### src/rtl/core/ile_pkg.sv
// Shared definitions for the indexed list engine: field widths, operation
// and status codes, and the command/status bundles between controller and
// datapath. No dependencies.
package ile_pkg;

  localparam int CAPACITY_DEFAULT = 1024;

  localparam int OP_W  = 4;
  localparam int VAL_W = 32;
  localparam int POS_W = 16;
  localparam int FP_W  = 12;
  localparam int LEN_W = 11;
  localparam int ST_W  = 2;

  localparam logic [OP_W-1:0] OP_CLEAR     = 4'd0;
  localparam logic [OP_W-1:0] OP_APPEND    = 4'd1;
  localparam logic [OP_W-1:0] OP_PREPEND   = 4'd2;
  localparam logic [OP_W-1:0] OP_INSERT    = 4'd3;
  localparam logic [OP_W-1:0] OP_POP_BACK  = 4'd4;
  localparam logic [OP_W-1:0] OP_POP_FRONT = 4'd5;
  localparam logic [OP_W-1:0] OP_REMOVE    = 4'd6;
  localparam logic [OP_W-1:0] OP_MEMBER    = 4'd7;
  localparam logic [OP_W-1:0] OP_GET       = 4'd8;
  localparam logic [OP_W-1:0] OP_FIND      = 4'd9;
  localparam logic [OP_W-1:0] OP_LENGTH    = 4'd10;

  localparam logic [ST_W-1:0] ST_OK    = 2'd0;
  localparam logic [ST_W-1:0] ST_RANGE = 2'd1;
  localparam logic [ST_W-1:0] ST_FULL  = 2'd2;

  // Read pointer update
  typedef enum logic [2:0] {
    RP_HOLD,
    RP_TOP,
    RP_IDX,
    RP_ZERO,
    RP_INC,
    RP_DEC
  } rp_sel_e;

  typedef struct packed {
    logic            ld_req;   // capture the request, clear the work result
    logic            cnt_clr;
    logic            cnt_inc;
    logic            cnt_dec;
    rp_sel_e         rp_op;
    logic            rd;       // read entry at the pointer
    logic            wr_pend;  // write back the entry read last cycle
    logic            dir_up;   // pending write goes one place up (else down)
    logic            wr_val;   // write the request value at the target index
    logic            st_set;
    logic [ST_W-1:0] st_val;
    logic            rv_neg;
    logic            grab;     // take read data as the result value
    logic            mem_hit;
    logic            fp_hit;
    logic            fp_miss;
    logic            out_load;
  } ile_cmd_t;

  typedef struct packed {
    logic [OP_W-1:0] op;
    logic            full;
    logic            empty;
    logic            ins_bad;
    logic            rem_bad;
    logic            at_end;       // target index equals the length
    logic            more;         // pointer below the length
    logic            rp_next_end;  // pointer is the last entry
    logic            rp_at_idx;
    logic            pend;
    logic            match;
    logic            out_free;
  } ile_stat_t;

endpackage

### src/rtl/core/ile_ctrl.sv
// Controller of the indexed list engine: sequences decode, entry shifts,
// scans and result delivery. Depends on ile_pkg.
module ile_ctrl import ile_pkg::*; (
  input  logic      clk_i,
  input  logic      rst_ni,
  input  logic      in_valid_i,
  output logic      in_stall_o,
  input  ile_stat_t stat_i,
  output ile_cmd_t  cmd_o
);

  localparam logic [3:0] S_IDLE     = 4'd0;
  localparam logic [3:0] S_DECODE   = 4'd1;
  localparam logic [3:0] S_UP       = 4'd2;
  localparam logic [3:0] S_UP_DRAIN = 4'd3;
  localparam logic [3:0] S_PUT      = 4'd4;
  localparam logic [3:0] S_FETCH    = 4'd5;
  localparam logic [3:0] S_GRAB     = 4'd6;
  localparam logic [3:0] S_DN       = 4'd7;
  localparam logic [3:0] S_DN_DRAIN = 4'd8;
  localparam logic [3:0] S_SHRINK   = 4'd9;
  localparam logic [3:0] S_SCAN     = 4'd10;
  localparam logic [3:0] S_DONE     = 4'd11;

  logic [3:0] state_q, state_d;

  assign in_stall_o = (state_q != S_IDLE);

  always_comb begin
    state_d = state_q;
    cmd_o   = '0;
    case (state_q)
      S_IDLE: begin
        if (in_valid_i) begin
          cmd_o.ld_req = 1'b1;
          state_d      = S_DECODE;
        end
      end
      S_DECODE: begin
        state_d = S_DONE;
        case (stat_i.op) inside
          OP_CLEAR: begin
            cmd_o.cnt_clr = 1'b1;
          end
          OP_LENGTH: begin
          end
          OP_APPEND, OP_PREPEND, OP_INSERT: begin
            if (stat_i.op == OP_INSERT && stat_i.ins_bad) begin
              cmd_o.st_set = 1'b1;
              cmd_o.st_val = ST_RANGE;
            end else if (stat_i.full) begin
              cmd_o.st_set = 1'b1;
              cmd_o.st_val = ST_FULL;
            end else if (stat_i.at_end) begin
              state_d = S_PUT;
            end else begin
              cmd_o.rp_op = RP_TOP;
              state_d     = S_UP;
            end
          end
          OP_POP_BACK, OP_POP_FRONT, OP_REMOVE, OP_GET: begin
            if ((stat_i.op == OP_POP_BACK || stat_i.op == OP_POP_FRONT) ?
                stat_i.empty : stat_i.rem_bad) begin
              cmd_o.rv_neg = 1'b1;
              cmd_o.st_set = 1'b1;
              cmd_o.st_val = ST_RANGE;
            end else begin
              cmd_o.rp_op = RP_IDX;
              state_d     = S_FETCH;
            end
          end
          OP_MEMBER, OP_FIND: begin
            cmd_o.rp_op = RP_ZERO;
            state_d     = S_SCAN;
          end
          default: begin
            cmd_o.rv_neg = 1'b1;
            cmd_o.st_set = 1'b1;
            cmd_o.st_val = ST_RANGE;
          end
        endcase
      end
      // Move entries one place up, from the top down to the target index
      S_UP: begin
        cmd_o.rd      = 1'b1;
        cmd_o.rp_op   = RP_DEC;
        cmd_o.dir_up  = 1'b1;
        cmd_o.wr_pend = stat_i.pend;
        if (stat_i.rp_at_idx) begin
          state_d = S_UP_DRAIN;
        end
      end
      S_UP_DRAIN: begin
        cmd_o.dir_up  = 1'b1;
        cmd_o.wr_pend = 1'b1;
        state_d       = S_PUT;
      end
      S_PUT: begin
        cmd_o.wr_val  = 1'b1;
        cmd_o.cnt_inc = 1'b1;
        state_d       = S_DONE;
      end
      S_FETCH: begin
        cmd_o.rd    = 1'b1;
        cmd_o.rp_op = RP_INC;
        state_d     = S_GRAB;
      end
      S_GRAB: begin
        cmd_o.grab = 1'b1;
        if (stat_i.op == OP_GET) begin
          state_d = S_DONE;
        end else if (stat_i.more) begin
          state_d = S_DN;
        end else begin
          state_d = S_SHRINK;
        end
      end
      // Close the gap: move later entries one place down
      S_DN: begin
        cmd_o.rd      = 1'b1;
        cmd_o.rp_op   = RP_INC;
        cmd_o.wr_pend = stat_i.pend;
        if (stat_i.rp_next_end) begin
          state_d = S_DN_DRAIN;
        end
      end
      S_DN_DRAIN: begin
        cmd_o.wr_pend = 1'b1;
        state_d       = S_SHRINK;
      end
      S_SHRINK: begin
        cmd_o.cnt_dec = 1'b1;
        state_d       = S_DONE;
      end
      S_SCAN: begin
        if (stat_i.pend && stat_i.match) begin
          cmd_o.mem_hit = 1'b1;
          cmd_o.fp_hit  = (stat_i.op == OP_FIND);
          state_d       = S_DONE;
        end else if (stat_i.more) begin
          cmd_o.rd    = 1'b1;
          cmd_o.rp_op = RP_INC;
        end else if (!stat_i.pend) begin
          cmd_o.fp_miss = (stat_i.op == OP_FIND);
          state_d       = S_DONE;
        end
      end
      S_DONE: begin
        if (stat_i.out_free) begin
          cmd_o.out_load = 1'b1;
          state_d        = S_IDLE;
        end
      end
      default: begin
        state_d = S_IDLE;
      end
    endcase
  end

  always_ff @(posedge clk_i or negedge rst_ni) begin
    if (!rst_ni) begin
      state_q <= S_IDLE;
    end else begin
      state_q <= state_d;
    end
  end

endmodule

### config.mk
export PLATFORM = sky130hd
export DESIGN_NAME = ile_ctrl
export DESIGN_NICKNAME = d
export VERILOG_FILES = /design/src/rtl/core/ile_pkg.sv /design/src/rtl/core/ile_ctrl.sv
export SDC_FILE = /design/constraint.sdc
export NUM_CORES = 1
export LEC_CHECK = 0
export BUFFER_PORTS_ARGS = -buffer_cell sky130_fd_sc_hd__buf_2
export CAP_MARGIN = 40
export CORE_ASPECT_RATIO = 1.2
export CORE_MARGIN = 2
export CORE_UTILIZATION = 30
export DETAILED_ROUTE_END_ITERATION = 10
export SYNTH_ARGS = -nofsm -noshare
export SYNTH_HDL_FRONTEND = slang
export SYNTH_SLANG_ARGS = --single-unit
### constraint.sdc
create_clock -name clk_i -period 3.85 [get_ports clk_i]
set_input_delay 0.1925 -clock clk_i [delete_from_list [all_inputs] [get_ports clk_i]]
set_output_delay 0.1925 -clock clk_i [all_outputs]
set_load 0.005 [all_outputs]
==> run summary <==
Mean Syn Cell Area -> 6.585 sq um
Leakage Power -> 0.4686 nW
Root Driver -> clkbuf_4
Iteration-0 DRC Markers -> 18
Fin Setup TNS -> 0 ns
GP Congestion -> 0.8355
Yosys cell types -> 46
Slew Viols, Final -> 0
Area grow syn2layout -> 27.21%
Crit path largest cell delay -> 0.66 ns
Die area -> 3015 sq um
Final hold violations -> 0
Critical path, cell by cell -> nand2b_1 -> or3_1 -> nor2_1 -> nand2_1 -> a21oi_1 -> buf_2
Crit path DAT -> 2.01 ns
Die height -> 59.75 um
I/O Pins -> 39
Overall Global Routing Usage -> 15.25%
#FFs+latches synth -> 4
Site Rows -> 20
Relative slew slack -> 65.45%
Power per Cell Area -> 554.5 nW/um^2
Post-Place Cells -> 179
Max Freq -> 454.4 MHz
Largest registers -> state_q (4)
CTS resizes -> 0
Final worst path period share -> 57.16%
Mapped Area -> 777.0 sq um
Worst-path fanout max -> 19
Slowest-stage cell, CP -> dfrtp_1
Asr flop ratio synth -> 100.0%
Most flop-heavy register -> state_q
Total CTS buffers -> 3
Non-Filler Instances -> 183
Clock latency on the worst-skew pair -> 0.23 ns
Number of global-route vias before repair -> 839
Number of flip-flops in the largest register -> 4
WL/cell -> 12.28 um
Outcome -> finished, final reports clean
Kind of start point of the critical path -> flip-flop
Final HPWL from detailed placement -> 1703 um
CTS Buffer Depth -> 2
Setup Skew -> 0.0005477 ns
Post-synth EDFFs -> 0
Layout cells sized above 1 -> 30.67%
Vias per cell -> 5.383
DP Area -> 955.9 sq um
Post-route cell area -> 988.4 sq um
Core ar. -> 2502 sq um
Pwr Total -> 0.5481 mW
Via count -> 985
CTS tree -> yes
Clock sink count -> 4
RSZ-0062 raised after global routing -> false
Final worst path period need -> 2.201 ns
Port bufs -> 38
Max_cap viols -> 0
Antenna cells -> 0
Detail Route Antenna Nets -> 0
Final setup violating endpoints -> 0
Initial Util -> 31.05%
Slew @ Worst Pin -> 0.5183 ns
Seq/Total Area, Yosys -> 12.88%
Initial antenna violation count -> 0
Setup Crit Path Kind -> flip-flop to output port
CTS clk-pin slew, worst paths -> 0.04 ns
Horiz. Die Dim -> 50.46 um
H-tree depth -> 1
DRC -> 0
Hold Slack -> 0.2886 ns
Gate count of the mapped netlist -> 118
Syn nets -> 136
First-pass GRT wire length -> 3615 um
Primary FF master, synth -> dfrtp_1
WL final -> 2248 um
Largest net degree at the start of global routing -> 20
CP endpoint kind -> output port
Peak supply drop -> 248.6 uV
Worst hold path class -> primary input to async pin
Final #Nets -> 170
Crit path required time -> 3.66 ns
Gr ovfl total -> 0
Router iterations before antenna repair -> 4
Synth warn -> 0
[placed cells by master, fill, tap and decap left out, drive strengths merged, types with 2 or more instances in the layout]
cell type and n:
a31oi 4, nor2b 2, a32oi 2, clkbuf 3, nor3 8, nand2 11
o31ai 2, or3 3, o21ai 5, nand2b 5, or2 2, nor2 16
inv 5, a21oi 10, buf 38, dfrtp 4, and3 3, o211ai 2
[synthesized netlist by cell type, types with 2 or more instances]
library cell	number	area, sq um
a31oi_1	4	25.02
o21ai_1	2	10.01
o211ai_1	2	15.01
or2_1	2	12.51
inv_1	5	18.77
a21oi_1	9	45.04
nor2b_1	2	12.51
clkbuf_1	5	18.77
nand2b_1	5	31.28
dfrtp_1	4	100.1
o31ai_1	2	15.01
o21ai_0	3	15.01
a32oi_1	2	17.52
buf_2	3	15.01
nand2_1	11	41.29
and3_1	3	18.77
nor3_1	8	40.04
or3_1	3	18.77
nor2_1	16	60.06
[final timing paths]
kind                            start    endpoint  slack [ns]  cells past startpoint
min in group clk_i          stat_i[6]  state_q[2]        0.36                      3
hold reg to reg            state_q[3]  state_q[2]        0.78                      1
setup / recovery           state_q[0]    cmd_o[8]        1.65                      6
max in group asynchronous      rst_ni  state_q[0]        3.45                      2
hold / removal                 rst_ni  state_q[3]        0.29                      2
setup reg to reg           state_q[3]  state_q[1]        1.95                      4
[critical path, delay by kind of cell, from the launching register on]
| kind | cells | cell delay [ns] |
|---|---|---|
| AND/OR/NAND/NOR | 4 | 0.88 |
| flip-flops | 1 | 0.66 |
| AO/OA/AOI/OAI | 1 | 0.12 |
| buffers and inverters | 1 | 0.12 |
[cell type report]
type	instances	area [sq um]
fillers	287	1514
multi-input cells	99	605.6
repair buffers	39	200.2
flip-flops and latches	4	100.1
well taps	33	41.29
clock buffers	3	22.52
inverters	5	18.77
[through the flow]
step	util [%]	worst slack [ns]
finish	39.50	1.649
CTS	39.50	1.658
floorplan	-	2.175
global placement	38.20	1.965
global route	39.50	1.502
detailed placement	38.20	1.934
[report_power, final]
part	switching (mW)	total, mW	internal [mW]
combinational	0.180	0.354	0.174
clock	0.0163	0.0511	0.0348
sequential	0.0802	0.143	0.0624
[routing by layer]
layer	vias up	GRT usage [%]	share of wire [%]
li1	504	-	-
met2	39	25.38	48
met3	2	1.500	5.8
met5	-	0	0
met1	440	20.85	45
met4	0	4.633	0.76
[cells by family after synthesis]
| group | after synthesis | share of synthesized area [%] |
|---|---|---|
| AO/OA/AOI/OAI | 35 | 31.08 |
| XOR/XNOR | 2 | 2.255 |
| adder cells (fa/ha/maj) | 1 | 1.288 |
| buffers and inverters | 15 | 9.179 |
| flip-flops | 4 | 12.88 |
| multiplexers | 2 | 3.220 |
| AND/OR/NAND/NOR | 59 | 40.10 |
[repair_timing]
item | 4_1_cts | 5_1_grt
hold buffers | 1 | 0
setup buffers | 0 | 0
endpoints found under the hold margin | 4 | 0
No activity file was read; power rests on OpenSTA's default activity.
